[config.mk]
export PLATFORM = sky130hd
export DESIGN_NAME = ripd_front
export DESIGN_NICKNAME = d
export VERILOG_FILES = /design/src/hw/rtl/ripd_pkg.sv /design/src/hw/rtl/ripd_front.sv
export SDC_FILE = /design/constraint.sdc
export NUM_CORES = 1
export LEC_CHECK = 0
export ABC_CLOCK_PERIOD_IN_PS = 10600
export BUFFER_PORTS_ARGS = -buffer_cell sky130_fd_sc_hd__buf_2
export CAP_MARGIN = 15
export CORE_ASPECT_RATIO = 0.75
export CORE_MARGIN = 10
export CORE_UTILIZATION = 54
export DETAILED_ROUTE_END_ITERATION = 6
export PLACE_DENSITY = 0.86
export SYNTH_ARGS = -nofsm -noshare
export SYNTH_HDL_FRONTEND = slang
export SYNTH_SLANG_ARGS = --single-unit
[constraint.sdc]
create_clock -name clk -period 10.6 [get_ports clk]
set_input_delay 3.18 -clock clk [delete_from_list [all_inputs] [get_ports clk]]
set_output_delay 3.18 -clock clk [all_outputs]
set_load 0.01 [all_outputs]
[src/hw/rtl/ripd_pkg.sv]
// ripd_pkg: shared types, widths and codes for the rate integrating pointer delta block.
// Depends on nothing; every module of the block imports it.
`timescale 1ns / 1ps

package ripd_pkg;

    // Field widths
    localparam int ACC_FRAC_BITS = 16;
    localparam int ADC_BITS      = 12;
    localparam int US_W          = 20;
    localparam int RATE_W        = 16;
    localparam int GAIN_W        = 32;
    localparam int CFG_IDX_W     = 2;
    localparam int CFG_DATA_W    = 32;
    localparam int MOVE_X_W      = 9;
    localparam int MOVE_Y_W      = 8;

    // Centred sample: gyro rate or stick minus rest value
    localparam int S_W = (ADC_BITS + 1 > RATE_W) ? ADC_BITS + 1 : RATE_W;

    // Datapath widths
    localparam int GAIN_SHIFT = 32;
    localparam int M_W        = S_W + US_W + 1;     // sample times microseconds
    localparam int LO_W       = M_W / 2;            // low slice of that product
    localparam int HI_W       = M_W - LO_W;         // signed high slice
    localparam int PL_W       = LO_W + GAIN_W;      // low partial product
    localparam int PH_W       = HI_W + GAIN_W + 1;  // high partial product
    localparam int P_W        = M_W + GAIN_W;       // full product
    localparam int I_W        = P_W - GAIN_SHIFT;   // increment after the shift
    localparam int ACC_W      = 48;
    localparam int IP_W       = ACC_W - ACC_FRAC_BITS;

    // Command queue
    localparam int Q_DEPTH = 2;
    localparam int Q_PTR_W = (Q_DEPTH > 1) ? $clog2(Q_DEPTH) : 1;
    localparam int Q_CNT_W = $clog2(Q_DEPTH + 1);

    // Register reset values
    localparam logic [GAIN_W-1:0]   GYRO_GAIN_RST    = GAIN_W'(34359738);
    localparam logic [GAIN_W-1:0]   JOY_GAIN_RST     = GAIN_W'(93824992);
    localparam logic [ADC_BITS-1:0] JOY_CENTER_X_RST = ADC_BITS'(1958);
    localparam logic [ADC_BITS-1:0] JOY_CENTER_Y_RST = ADC_BITS'(2019);

    // Register indexes
    typedef enum logic [CFG_IDX_W-1:0] {
        REG_GYRO_GAIN    = 2'd0,
        REG_JOY_GAIN     = 2'd1,
        REG_JOY_CENTER_X = 2'd2,
        REG_JOY_CENTER_Y = 2'd3
    } reg_idx_t;

    // Input item modes
    typedef enum logic [1:0] {
        MODE_GYRO   = 2'd0,
        MODE_JOY    = 2'd1,
        MODE_REPORT = 2'd2,
        MODE_NONE   = 2'd3
    } mode_t;

    // Classified commands
    typedef enum logic {
        OP_ACCUM  = 1'b0,
        OP_REPORT = 1'b1
    } op_t;

    typedef struct packed {
        op_t                    op;
        logic signed [S_W-1:0]  s_pitch;
        logic signed [S_W-1:0]  s_yaw;
        logic [US_W-1:0]        us;
        logic [GAIN_W-1:0]      gain;
    } q_entry_t;

    // Back end sequencer
    typedef enum logic [2:0] {
        B_IDLE,
        B_PP,
        B_SUM,
        B_ACC,
        B_REP
    } bk_state_t;

    typedef struct packed {
        logic pop;
        logic load_m;
        logic load_ip;
        logic load_pp;
        logic load_incr;
        logic load_acc;
        logic load_rep;
    } bk_ctrl_t;

endpackage

[src/hw/rtl/ripd_front.sv]
// ripd_front: configuration registers and input classification.
// Depends on ripd_pkg; feeds classified commands into ripd_queue.
`timescale 1ns / 1ps

module ripd_front
    import ripd_pkg::*;
(
    input  logic                        clk,
    input  logic                        rst_n,
    // configuration write channel
    input  logic                        cfg_valid,
    output logic                        cfg_ready,
    input  logic [CFG_IDX_W-1:0]        cfg_index,
    input  logic [CFG_DATA_W-1:0]       cfg_data,
    // input items
    input  logic                        in_valid,
    output logic                        in_stall,
    input  logic [1:0]                  mode,
    input  logic [US_W-1:0]             elapsed_us,
    input  logic signed [RATE_W-1:0]    rate_pitch,
    input  logic signed [RATE_W-1:0]    rate_yaw,
    input  logic [ADC_BITS-1:0]         stick_x,
    input  logic [ADC_BITS-1:0]         stick_y,
    // command queue
    input  logic                        q_full,
    output logic                        q_push,
    output q_entry_t                    q_wdata
);

    logic [GAIN_W-1:0]   gyro_gain_reg;
    logic [GAIN_W-1:0]   joy_gain_reg;
    logic [ADC_BITS-1:0] joy_center_x_reg;
    logic [ADC_BITS-1:0] joy_center_y_reg;
    logic signed [ADC_BITS:0] cx;
    logic signed [ADC_BITS:0] cy;
    logic                in_xfer;
    mode_t               mode_c;

    assign cfg_ready = 1'b1;

    // Take register writes
    always_ff @(posedge clk or negedge rst_n)
    begin
        if (!rst_n)
        begin
            gyro_gain_reg    <= GYRO_GAIN_RST;
            joy_gain_reg     <= JOY_GAIN_RST;
            joy_center_x_reg <= JOY_CENTER_X_RST;
            joy_center_y_reg <= JOY_CENTER_Y_RST;
        end
        else if (cfg_valid && cfg_ready)
        begin
            case (reg_idx_t'(cfg_index))
                REG_GYRO_GAIN:    gyro_gain_reg    <= cfg_data[GAIN_W-1:0];
                REG_JOY_GAIN:     joy_gain_reg     <= cfg_data[GAIN_W-1:0];
                REG_JOY_CENTER_X: joy_center_x_reg <= cfg_data[ADC_BITS-1:0];
                REG_JOY_CENTER_Y: joy_center_y_reg <= cfg_data[ADC_BITS-1:0];
                default:          ;
            endcase
        end
    end

    // Hold the input while the queue is full
    assign in_stall = q_full;
    assign in_xfer  = in_valid && !in_stall;
    assign mode_c   = mode_t'(mode);

    // Centre the stick readings
    assign cx = $signed({1'b0, stick_x}) - $signed({1'b0, joy_center_x_reg});
    assign cy = $signed({1'b0, stick_y}) - $signed({1'b0, joy_center_y_reg});

    // Classify the transfer; drop the unused mode
    always_comb
    begin
        q_push          = 1'b0;
        q_wdata.op      = OP_ACCUM;
        q_wdata.s_pitch = S_W'(rate_pitch);
        q_wdata.s_yaw   = S_W'(rate_yaw);
        q_wdata.us      = elapsed_us;
        q_wdata.gain    = gyro_gain_reg;
        case (mode_c)
            MODE_GYRO:
            begin
                q_push = in_xfer;
            end
            MODE_JOY:
            begin
                q_push          = in_xfer;
                q_wdata.s_pitch = S_W'(cx);
                q_wdata.s_yaw   = S_W'(cy);
                q_wdata.gain    = joy_gain_reg;
            end
            MODE_REPORT:
            begin
                q_push     = in_xfer;
                q_wdata.op = OP_REPORT;
            end
            default:
            begin
                q_push = 1'b0;
            end
        endcase
    end

endmodule

==> out/metrics.cfg <==
[global_routing]
antenna_found_initial = 0
first_global_vias = 4576
grt_max_degree = 93
overflow = 0
grt_usage = 0.1876
grt_pass1_wl_mm = 22.50

[layout]
n_antenna_cell = 0
drive_above_1_share = 0.4689
n_fill_cell = 788
final-seq-area_um2 = 2253
layout.nets = 829
multi_input_area_um2 = 2907
area_growth_pct = 18.47
final_common_cell = buf_2
mostFrequentLayoutCells = buf_2 (162), nand2_1 (128), mux2_2 (90)

[critical_path]
cp_top_family = adder cells
worst-setup-path-type = in -> out
crit_path_max_fanout = 3
cpMostUsedCell = buf_2
start_kind = input pin
crit_slowest_cell = fa_1
crit_path_max_incr_delay_ps = 420
cp_cell_sequence = buf_2, inv_1, ha_1, fa_1, nand2b_1, a21o_1, a21oi_1, mux2i_1, o311ai_0, buf_2
reg2reg_setup_slack_ps = 9820
cp_num_buf_inv = 3
cp-end-kind = primary output
cp.required_ps = 7420
critPathArrivalTime_ps = 5070

[floorplan]
die_height_um = 107.8
core-area_um2 = 9852
dieWidth_um = 137.0
die_area_um2 = 14770
io_pins = 205
initial_core_util = 0.5631
fp-row-count = 31

[timing]
min_period_ps = 8249
rsz0062_at_grt = no
fin_tns_setup_ps = 0
hold_viol = 0
worstMarginPinSlew_ps = 1056
hold_ws_ps = 505.5
fin_worst_skew_ps = 0
setup_viol_count_final = 0
finalMaxSlewViolations = 0
relSlewSlack = 0.2957
fin_crit_sh = 0.7783
max_freq_ghz = 0.1212

[pwr]
p_leak_nw = 3.289
p_per_area_nw_per_um2 = 178.0
ir_drop_uv = 107.6

[logic_synthesis]
syn_inst = 560
syn_area_per_cell_um2 = 9.907
ys_seq_area_frac = 0.4062
postSynthNetCount = 703
synth.distinct_cells = 40
synth_seq_cells = 88
ys_warn_count = 0
netlist_area_um2 = 5548

[detailed_routing]
vias_per_cell = 5.374
dr.pass1.iters = 4
ant_nets = 0
wl_per_cell_um = 17.41
routed_wl_mm = 14.33
drc = 0
vias = 4423
drt_iter0_drc = 265

[placed_design]
dp_hpwl_mm = 11.04
globalplace.congestion = 0.8976
portBuffers = 163

[clock_network]
cts_tree = built
clk_latency_ps = 330
ctsHoldBuffers = 0
cts.sinks = 88
postCtsSetupRepairBufs = 0
clkSlewWorstSetupHoldPaths_ps = 60
cts-buffers-inserted = 9
h-tree-depth = 3
cts_buffer_depth = 2
cts-resized-gates = 0
cts-root-buf = clkbuf_16

[flow_run]
cap_violations = 0

[status]
status = finished clean

[min_path]
min_path_type = reg -> reg

[per-layer routing]
metal	share of wire	track usage	vias up	routed length, µm
li1	-	-	2139	-
met1	0.41	0.2199	2109	5847
met2	0.51	0.3316	138	7277
met3	0.065	0.04198	37	926
met4	0.019	0.06156	0	275
met5	0	0	-	0
[path summary, 6_finish.rpt]
check,start,to,depth (start not counted)
max,stick_y[0],q_wdata[62],10
min,joy_center_y_reg[3]$_DFFE_PN0P_,joy_center_y_reg[3]$_DFFE_PN0P_,1
max reg2reg,gyro_gain_reg[12]$_DFFE_PN0P_,gyro_gain_reg[12]$_DFFE_PN0P_,1
min reg2reg,joy_center_y_reg[3]$_DFFE_PN0P_,joy_center_y_reg[3]$_DFFE_PN0P_,1
max in group asynchronous,rst_n,joy_gain_reg[2]$_DFFE_PN0P_,1
min in group asynchronous,rst_n,gyro_gain_reg[13]$_DFFE_PN0P_,1
[cells in the mapped netlist]
library cell / instances / area [µm²]
conb_1: 1 / 3.750
a31oi_4: 2 / 42.54
inv_1: 27 / 101.4
a21oi_1: 24 / 120.1
xnor2_1: 8 / 70.07
a31oi_1: 2 / 12.51
nand2b_1: 9 / 56.30
mux2i_1: 4 / 40.04
nor2b_1: 6 / 37.54
nor2_1: 10 / 37.54
ha_1: 24 / 300.3
o21ai_0: 17 / 85.08
nor3b_2: 1 / 12.51
buf_2: 18 / 90.09
a21o_1: 18 / 135.1
buf_1: 3 / 11.26
fa_1: 2 / 40.04
a21boi_0: 2 / 15.01
and2_2: 2 / 15.01
a211o_1: 2 / 17.52
buf_6: 2 / 22.52
nand3b_1: 2 / 15.01
xor2_1: 6 / 52.55
nand3_1: 1 / 5.000
a2111oi_4: 2 / 55.05
nand2_1: 128 / 480.5
buf_4: 22 / 165.2
o21ai_1: 3 / 15.01
nand4_1: 6 / 37.54
clkbuf_1: 5 / 18.77
and3_1: 4 / 25.02
dfrtp_1: 47 / 1176
nor3_1: 4 / 20.02
mux2_2: 90 / 1013
a21oi_2: 4 / 35.03
o311ai_0: 4 / 35.03
dfstp_2: 41 / 1077
a211oi_1: 1 / 7.510
and4_1: 2 / 17.52
o211ai_1: 4 / 30.03
[report_power, final]
part | internal [mW] | leakage [nW] | switching [mW] | total (mW)
clock network | 0.205 | 0.156 | 0.121 | 0.327
logic | 0.181 | 2.15 | 0.208 | 0.388
registers | 0.421 | 0.987 | 0.0336 | 0.455
total | 0.807 | 3.29 | 0.363 | 1.17
[layout make-up]
type,count,share of cell area
inverter,27,0.01542
multi-input combinational,395,0.4422
tap,132,0.02513
sequential,88,0.3429
clock inverter,6,0.01275
timing repair buffer,165,0.1268
clock buffer,10,0.03484
[kinds of logic after synthesis]
| group | Yosys count | synth area share |
|---|---|---|
| muxes | 94 | 0.1899 |
| AOI/OAI and AO/OA | 85 | 0.1092 |
| xor gates and xnor gates | 14 | 0.02210 |
| other | 1 | 0.0006759 |
| and+or+nand+nor | 175 | 0.1369 |
| buffers and inverters | 77 | 0.07375 |
| DFF | 88 | 0.4062 |
| adders and majority gates | 26 | 0.06134 |
[per-stage QoR]
stage          cells  power [mW]  setup WS, ps  area (µm²)    util
4_1_cts          823       1.179          2356        6573  0.6671
3_3_place_gp     807      0.8264          2418        6260  0.6354
2_1_floorplan    560      0.7295          2720        5548       -
6_report         823       1.170          2351        6573  0.6671
5_1_grt          823       1.241          2173        6573  0.6671
3_5_place_dp     807      0.8482          2360        6260  0.6354
No activity file was read; power rests on OpenSTA's default activity.
