[src/hw/rtl/ripd_pkg.sv]
// ripd_pkg: shared types, widths and codes for the rate integrating pointer delta block.
// Depends on nothing; every module of the block imports it.
`timescale 1ns / 1ps

package ripd_pkg;

    // Field widths
    localparam int ACC_FRAC_BITS = 16;
    localparam int ADC_BITS      = 12;
    localparam int US_W          = 20;
    localparam int RATE_W        = 16;
    localparam int GAIN_W        = 32;
    localparam int CFG_IDX_W     = 2;
    localparam int CFG_DATA_W    = 32;
    localparam int MOVE_X_W      = 9;
    localparam int MOVE_Y_W      = 8;

    // Centred sample: gyro rate or stick minus rest value
    localparam int S_W = (ADC_BITS + 1 > RATE_W) ? ADC_BITS + 1 : RATE_W;

    // Datapath widths
    localparam int GAIN_SHIFT = 32;
    localparam int M_W        = S_W + US_W + 1;     // sample times microseconds
    localparam int LO_W       = M_W / 2;            // low slice of that product
    localparam int HI_W       = M_W - LO_W;         // signed high slice
    localparam int PL_W       = LO_W + GAIN_W;      // low partial product
    localparam int PH_W       = HI_W + GAIN_W + 1;  // high partial product
    localparam int P_W        = M_W + GAIN_W;       // full product
    localparam int I_W        = P_W - GAIN_SHIFT;   // increment after the shift
    localparam int ACC_W      = 48;
    localparam int IP_W       = ACC_W - ACC_FRAC_BITS;

    // Command queue
    localparam int Q_DEPTH = 2;
    localparam int Q_PTR_W = (Q_DEPTH > 1) ? $clog2(Q_DEPTH) : 1;
    localparam int Q_CNT_W = $clog2(Q_DEPTH + 1);

    // Register reset values
    localparam logic [GAIN_W-1:0]   GYRO_GAIN_RST    = GAIN_W'(34359738);
    localparam logic [GAIN_W-1:0]   JOY_GAIN_RST     = GAIN_W'(93824992);
    localparam logic [ADC_BITS-1:0] JOY_CENTER_X_RST = ADC_BITS'(1958);
    localparam logic [ADC_BITS-1:0] JOY_CENTER_Y_RST = ADC_BITS'(2019);

    // Register indexes
    typedef enum logic [CFG_IDX_W-1:0] {
        REG_GYRO_GAIN    = 2'd0,
        REG_JOY_GAIN     = 2'd1,
        REG_JOY_CENTER_X = 2'd2,
        REG_JOY_CENTER_Y = 2'd3
    } reg_idx_t;

    // Input item modes
    typedef enum logic [1:0] {
        MODE_GYRO   = 2'd0,
        MODE_JOY    = 2'd1,
        MODE_REPORT = 2'd2,
        MODE_NONE   = 2'd3
    } mode_t;

    // Classified commands
    typedef enum logic {
        OP_ACCUM  = 1'b0,
        OP_REPORT = 1'b1
    } op_t;

    typedef struct packed {
        op_t                    op;
        logic signed [S_W-1:0]  s_pitch;
        logic signed [S_W-1:0]  s_yaw;
        logic [US_W-1:0]        us;
        logic [GAIN_W-1:0]      gain;
    } q_entry_t;

    // Back end sequencer
    typedef enum logic [2:0] {
        B_IDLE,
        B_PP,
        B_SUM,
        B_ACC,
        B_REP
    } bk_state_t;

    typedef struct packed {
        logic pop;
        logic load_m;
        logic load_ip;
        logic load_pp;
        logic load_incr;
        logic load_acc;
        logic load_rep;
    } bk_ctrl_t;

endpackage

[src/hw/rtl/ripd_queue.sv]
// ripd_queue: short command queue between the front and back ends.
// Depends on ripd_pkg for the entry type and depth.
`timescale 1ns / 1ps

module ripd_queue
    import ripd_pkg::*;
(
    input  logic     clk,
    input  logic     rst_n,
    input  logic     push,
    input  q_entry_t wdata,
    output logic     full,
    input  logic     pop,
    output q_entry_t rdata,
    output logic     empty
);

    q_entry_t             q_mem_reg [Q_DEPTH];
    logic [Q_PTR_W-1:0]   wr_ptr_reg;
    logic [Q_PTR_W-1:0]   wr_ptr_next;
    logic [Q_PTR_W-1:0]   rd_ptr_reg;
    logic [Q_PTR_W-1:0]   rd_ptr_next;
    logic [Q_CNT_W-1:0]   count_reg;
    logic [Q_CNT_W-1:0]   count_next;
    logic                 do_push;
    logic                 do_pop;

    assign full    = (count_reg == Q_CNT_W'(Q_DEPTH));
    assign empty   = (count_reg == '0);
    assign do_push = push && !full;
    assign do_pop  = pop && !empty;
    assign rdata   = q_mem_reg[rd_ptr_reg];

    // Advance pointers and count
    always_comb
    begin
        wr_ptr_next = wr_ptr_reg;
        rd_ptr_next = rd_ptr_reg;
        count_next  = count_reg;
        if (do_push)
        begin
            wr_ptr_next = (wr_ptr_reg == Q_PTR_W'(Q_DEPTH - 1)) ? '0 : wr_ptr_reg + 1'b1;
        end
        if (do_pop)
        begin
            rd_ptr_next = (rd_ptr_reg == Q_PTR_W'(Q_DEPTH - 1)) ? '0 : rd_ptr_reg + 1'b1;
        end
        if (do_push && !do_pop)
        begin
            count_next = count_reg + 1'b1;
        end
        else if (do_pop && !do_push)
        begin
            count_next = count_reg - 1'b1;
        end
    end

    always_ff @(posedge clk or negedge rst_n)
    begin
        if (!rst_n)
        begin
            wr_ptr_reg <= '0;
            rd_ptr_reg <= '0;
            count_reg  <= '0;
        end
        else
        begin
            wr_ptr_reg <= wr_ptr_next;
            rd_ptr_reg <= rd_ptr_next;
            count_reg  <= count_next;
        end
    end

    // Store the entry
    always_ff @(posedge clk)
    begin
        if (do_push)
        begin
            q_mem_reg[wr_ptr_reg] <= wdata;
        end
    end

endmodule

[config.mk]
export PLATFORM = sky130hd
export DESIGN_NAME = ripd_queue
export DESIGN_NICKNAME = d
export VERILOG_FILES = /design/src/hw/rtl/ripd_pkg.sv /design/src/hw/rtl/ripd_queue.sv
export SDC_FILE = /design/constraint.sdc
export NUM_CORES = 1
export LEC_CHECK = 0
export BUFFER_PORTS_ARGS = -buffer_cell sky130_fd_sc_hd__clkbuf_2
export CAP_MARGIN = 20
export CORE_ASPECT_RATIO = 1.75
export CORE_MARGIN = 1
export CORE_UTILIZATION = 56
export DETAILED_ROUTE_END_ITERATION = 10
export PLACE_DENSITY_LB_ADDON = 0.15
export SETUP_SLACK_MARGIN = 0.3
export SLEW_MARGIN = 20
export SYNTH_ARGS = -nofsm -noshare
export SYNTH_HDL_FRONTEND = slang
export SYNTH_SLANG_ARGS = --single-unit
[constraint.sdc]
create_clock -name clk -period 11.7 [get_ports clk]
set_input_delay 1.17 -clock clk [delete_from_list [all_inputs] [get_ports clk]]
set_output_delay 1.17 -clock clk [all_outputs]
set_load 0.01 [all_outputs]
==> results.py, run 1 <==
metrics = {
    "clocking": {
        "holdBufCountCts": 0,
        "clk_pin_slew_ns": 0.06,
        "cts_tree": "done",
        "postCtsSetupRepairBufs": 0,
        "cts_sinks": 174,
        "clockBufferDepth": 2,
        "clk_latency_ns": 0.42,
        "cts_resized": 0,
        "cts-root-buf": "clkbuf_16",
        "numCtsBuffers": 17,
        "h-tree-depth": 4,
    },
    "sta": {
        "max_freq_ghz": 0.2685,
        "slew_violations": 0,
        "finalCriticalPeriod_ns": 3.724,
        "hold_viol_final": 0,
        "setup_violations": 0,
        "finalSetupTns_ns": 0,
        "tightest_slew_ns": 0.9636,
        "rsz0062_at_grt": "false",
        "hold_ws_ns": 0.5367,
        "fin_worst_skew_ns": 0.01300,
        "layout_setup_ws_ns": 7.976,
        "post-route-period-util_pct": 31.83,
        "maxSlewHeadroom_pct": 35.61,
    },
    "layout": {
        "diodes": 0,
        "multiInputGateArea_mm2": 0.001209,
        "drive_above_1_share_pct": 61.36,
        "stdcell_area_mm2": 0.008115,
        "final_cell_mix": "clkbuf_2 (175), edfxtp_1 (170), mux2_2 (45)",
        "largest_reg_flops": 170,
        "layout_commonest_cell": "clkbuf_2",
        "fin_util_pct": 72.26,
        "fin_cells": 616,
        "fillCellCount": 739,
        "register_area_mm2": 0.005209,
        "fin_nets": 561,
        "area.growth.synth_to_final_pct": 24.18,
    },
    "worst_hold_path": {
        "holdCritPathClass": "flop to flop",
    },
    "placement": {
        "place_area_mm2": 0.007508,
        "gp_congestion": 0.7881,
        "io_buffer_count": 175,
        "pre_cts_slack_ns": 8.366,
        "numPlacedInstances": 584,
        "dp_hpwl_mm": 7.513,
    },
    "floorplan": {
        "rows": 51,
        "io_pins": 176,
        "die_h_um": 144.9,
        "start_util_pct": 58.19,
        "fp.dieArea_mm2": 0.01212,
        "coreArea_mm2": 0.01123,
        "die_w_um": 83.66,
    },
    "worst_setup_path": {
        "critPathRequiredTime_ns": 10.53,
        "cp_max_fo": 46,
        "endpoint_kind": "output port",
        "critPathLaunchType": "flop",
        "cp.arrival_ns": 2.55,
        "crit_type": "flop to output port",
    },
    "drt": {
        "via_per_inst": 5.219,
        "drtAntennaViolNets": 0,
        "avgRoutedWirePerCell_um": 18.11,
        "drt-initial-drc-count": 163,
        "first_pass_iters": 4,
        "vias": 3215,
        "wirelength_mm": 11.16,
        "remaining_drc_errors": 0,
    },
    "logic_synthesis": {
        "yosysSeqAreaShare_pct": 79.65,
        "synthMuxAreaShare_pct": 16.94,
        "postSynthCellCount": 284,
        "synth-simple-area-share_pct": 0.4212,
        "ys_types": 17,
        "synth-compound-area-share_pct": 0.07658,
        "synthAdderAreaFrac_pct": 0.1915,
        "syn-cell-area_mm2": 0.006535,
        "yosys_warnings": 0,
        "syn_nets": 374,
        "synth_xor_area_share_pct": 0.6701,
        "syn-mean-instance-area_um2": 23.01,
        "synth_top_family_by_area": "multiplexers",
        "ys_ff_latch": 174,
    },
    "global_route": {
        "grt_overflow": 0,
        "antenna_found_initial": 0,
        "grt_max_degree": 54,
        "grtUsageTotal_pct": 19.09,
        "first_global_vias": 3362,
        "grt_pass1_wl_mm": 16.97,
    },
    "run": {
        "max_cap_viol_count": 0,
    },
    "power": {
        "power_mw": 2.082,
        "leakage_nw": 3.224,
        "ir_drop_v": 0.0002404,
        "powerDensity_mw_per_mm2": 256.5,
    },
    "run_status": {
        "outcome": "complete, no violations",
    },
}
[path summary, 6_finish.rpt]
check,startpoint,end,slack (ns),depth (start not counted)
worst max-delay path,rd_ptr_reg$_DFFE_PN0P_,rdata[11],7.98,3
worst min-delay path,count_reg[1]$_DFFE_PN0P_,count_reg[1]$_DFFE_PN0P_,0.54,1
worst max register to register,count_reg[0]$_DFFE_PN0P_,q_mem_reg[0][24]$_DFFE_PP_,9.05,4
worst min register to register,count_reg[1]$_DFFE_PN0P_,count_reg[1]$_DFFE_PN0P_,0.54,1
max in group asynchronous,rst_n,rd_ptr_reg$_DFFE_PN0P_,11.01,1
min in group asynchronous,rst_n,rd_ptr_reg$_DFFE_PN0P_,0.55,1
[cells by family after synthesis]
logic type,after synthesis
DFF,174
muxes,85
buffers and inverters,12
and+or+nand+nor,6
xor gates and xnor gates,5
AOI/OAI and AO/OA,1
adders and majority gates,1
[area by class of cell]
| class | instances | area share [%] |
|---|---|---|
| well taps | 132 | 2.035 |
| inverters | 2 | 0.09251 |
| multi-input cells | 98 | 14.89 |
| clock buffers | 17 | 5.242 |
| clock inverters | 15 | 2.236 |
| flip-flops and latches | 174 | 64.18 |
| repair buffers | 178 | 11.32 |
[critical path, stage by stage, from the launching register on]
cell and delay, ns:
dfrtp_4 0.90, buf_4 0.65, mux2_2 0.41, clkbuf_2 0.13
[power breakdown]
group,leakage [nW],switching (mW),internal (mW)
Combinational,1.31,0.290,0.297
Sequential,1.62,0.0735,0.854
Clock,0.290,0.229,0.338
[synthesized netlist by cell type (all sizes together)]
library cell | number | share of area, %
nor2 | 3 | 0.17
and3 | 1 | 0.096
xor2 | 2 | 0.27
buf | 10 | 1.9
ha | 1 | 0.19
nand2 | 1 | 0.057
xnor2 | 3 | 0.40
nand2b | 1 | 0.096
mux2 | 85 | 17
dfrtp | 4 | 1.5
edfxtp | 170 | 78
o21ai | 1 | 0.077
inv | 2 | 0.11
[layer usage]
layer	track usage, %	share of wire [%]	vias to the layer above
li1	-	-	1498
met1	19.94	36	1575
met2	33.86	55	123
met3	7.395	6.9	19
met4	7.712	1.8	0
met5	0	0	-
No activity file was read; power rests on OpenSTA's default activity.
==> run 2: changes to the inputs <==
Settings changed: CORE_UTILIZATION 56 to 52.
Clock period 11.7 ns to 3.5 ns, I/O delays scaled along.
==> results.py, run 2 (same netlist as run 1, synthesis figures left out) <==
metrics = {
    "layout": {
        "register_area_mm2": 0.005209,
        "fin_cells": 651,
        "area.growth.synth_to_final_pct": 24.47,
        "fillCellCount": 865,
        "fin_util_pct": 67.03,
        "stdcell_area_mm2": 0.008134,
        "final_cell_mix": "clkbuf_2 (175), edfxtp_1 (170), mux2_2 (45)",
        "drive_above_1_share_pct": 60.91,
        "largest_reg_flops": 170,
        "multiInputGateArea_mm2": 0.001209,
        "diodes": 0,
        "layout_commonest_cell": "clkbuf_2",
        "fin_nets": 563,
    },
    "worst_setup_path": {
        "critPathRequiredTime_ns": 3.15,
        "max_stage_delay_ns": 0.54,
        "slowest_stage": "dfrtp_4",
        "cp_max_fo": 75,
        "path_cells": "buf_12 -> mux2_2 -> clkbuf_2",
        "cp.arrival_ns": 1.99,
        "endpoint_kind": "output port",
        "critPathLaunchType": "flop",
        "crit_type": "flop to output port",
    },
    "power": {
        "powerDensity_mw_per_mm2": 840.4,
        "power_mw": 6.836,
        "leakage_nw": 3.216,
        "ir_drop_v": 0.0004623,
    },
    "clocking": {
        "h-tree-depth": 4,
        "postCtsSetupRepairBufs": 0,
        "clk_latency_ns": 0.42,
        "clockBufferDepth": 2,
        "numCtsBuffers": 17,
        "cts_sinks": 174,
        "cts-root-buf": "clkbuf_16",
        "holdBufCountCts": 1,
        "cts_resized": 0,
        "clk_pin_slew_ns": 0.07,
        "cts_tree": "done",
    },
    "drt": {
        "vias": 3285,
        "via_per_inst": 5.046,
        "avgRoutedWirePerCell_um": 17.25,
        "first_pass_iters": 4,
        "drt-initial-drc-count": 99,
        "wirelength_mm": 11.23,
        "remaining_drc_errors": 0,
        "drtAntennaViolNets": 0,
    },
    "global_route": {
        "grt_overflow": 0,
        "antenna_found_initial": 0,
        "grt_busiest_layer": "met2",
        "grt_use_met3_pct": 5.647,
        "use_met1_pct": 17.57,
        "grt_max_degree": 76,
        "grtUsageTotal_pct": 17.55,
        "grt_util_met2_pct": 31.51,
        "first_global_vias": 3384,
        "grt_pass1_wl_mm": 16.27,
    },
    "floorplan": {
        "io_pins": 176,
        "rows": 53,
        "fp.dieArea_mm2": 0.01304,
        "coreArea_mm2": 0.01214,
        "die_w_um": 86.74,
        "start_util_pct": 53.85,
        "die_h_um": 150.3,
    },
    "placement": {
        "dp_hpwl_mm": 7.422,
        "numPlacedInstances": 618,
        "io_buffer_count": 175,
        "gp_congestion": 0.7183,
        "place_area_mm2": 0.007562,
        "pre_cts_slack_ns": 1.579,
    },
    "sta": {
        "fin_worst_skew_ns": 0.006237,
        "hold_viol_final": 0,
        "hold_ws_ns": 0.1206,
        "maxSlewHeadroom_pct": 56.49,
        "post-route-period-util_pct": 66.79,
        "setup_violations": 0,
        "finalCriticalPeriod_ns": 2.338,
        "tightest_slew_ns": 0.6527,
        "slew_violations": 0,
        "rsz0062_at_grt": "false",
        "finalSetupTns_ns": 0,
        "max_freq_ghz": 0.4278,
        "layout_setup_ws_ns": 1.162,
    },
    "worst_hold_path": {
        "holdCritPathClass": "primary input to flop",
    },
    "run": {
        "max_cap_viol_count": 0,
    },
    "run_status": {
        "outcome": "complete, no violations",
    },
}
==> run 2: where the power goes <==
part	leakage (nW)	switching (mW)	internal, mW
sequential	1.62	0.151	2.85
clock	0.271	0.764	0.993
combinational	1.32	1.07	1.00
total	3.22	1.98	4.85
==> run 2: layout make-up <==
type	count	share of cell area, %
Clock inverter	13	1.584
Sequential cell	174	64.04
Inverter	2	0.09229
Timing Repair Buffer	180	11.57
Tap cell	165	2.538
Multi-Input combinational cell	98	14.86
Clock buffer	19	5.322
==> run 2: routing by layer <==
layer,routed length (µm),vias up
li1,-,1505
met1,4146,1630
met2,6147,128
met3,631,22
met4,306,0
met5,0,-
==> run 2: worst max-delay path, delay by kind of cell (launching register included) <==
family   cells  cell delay [ns]
buf+inv      2             0.58
mux          1             0.41
flops        1             0.54
==> run 2: final timing paths <==
path                                                from                         end  slack [ns]  cells after the start
worst max-delay path              rd_ptr_reg$_DFFE_PN0P_                    rdata[7]        1.16                      3
worst min-delay path                           wdata[13]  q_mem_reg[1][13]$_DFFE_PP_        0.12                      1
worst max register to register  count_reg[0]$_DFFE_PN0P_   q_mem_reg[0][3]$_DFFE_PP_        1.72                      4
worst min register to register  count_reg[1]$_DFFE_PN0P_    count_reg[1]$_DFFE_PN0P_        0.55                      1
max in group asynchronous                          rst_n      rd_ptr_reg$_DFFE_PN0P_        3.06                      2
min in group asynchronous                          rst_n      rd_ptr_reg$_DFFE_PN0P_        0.29                      2
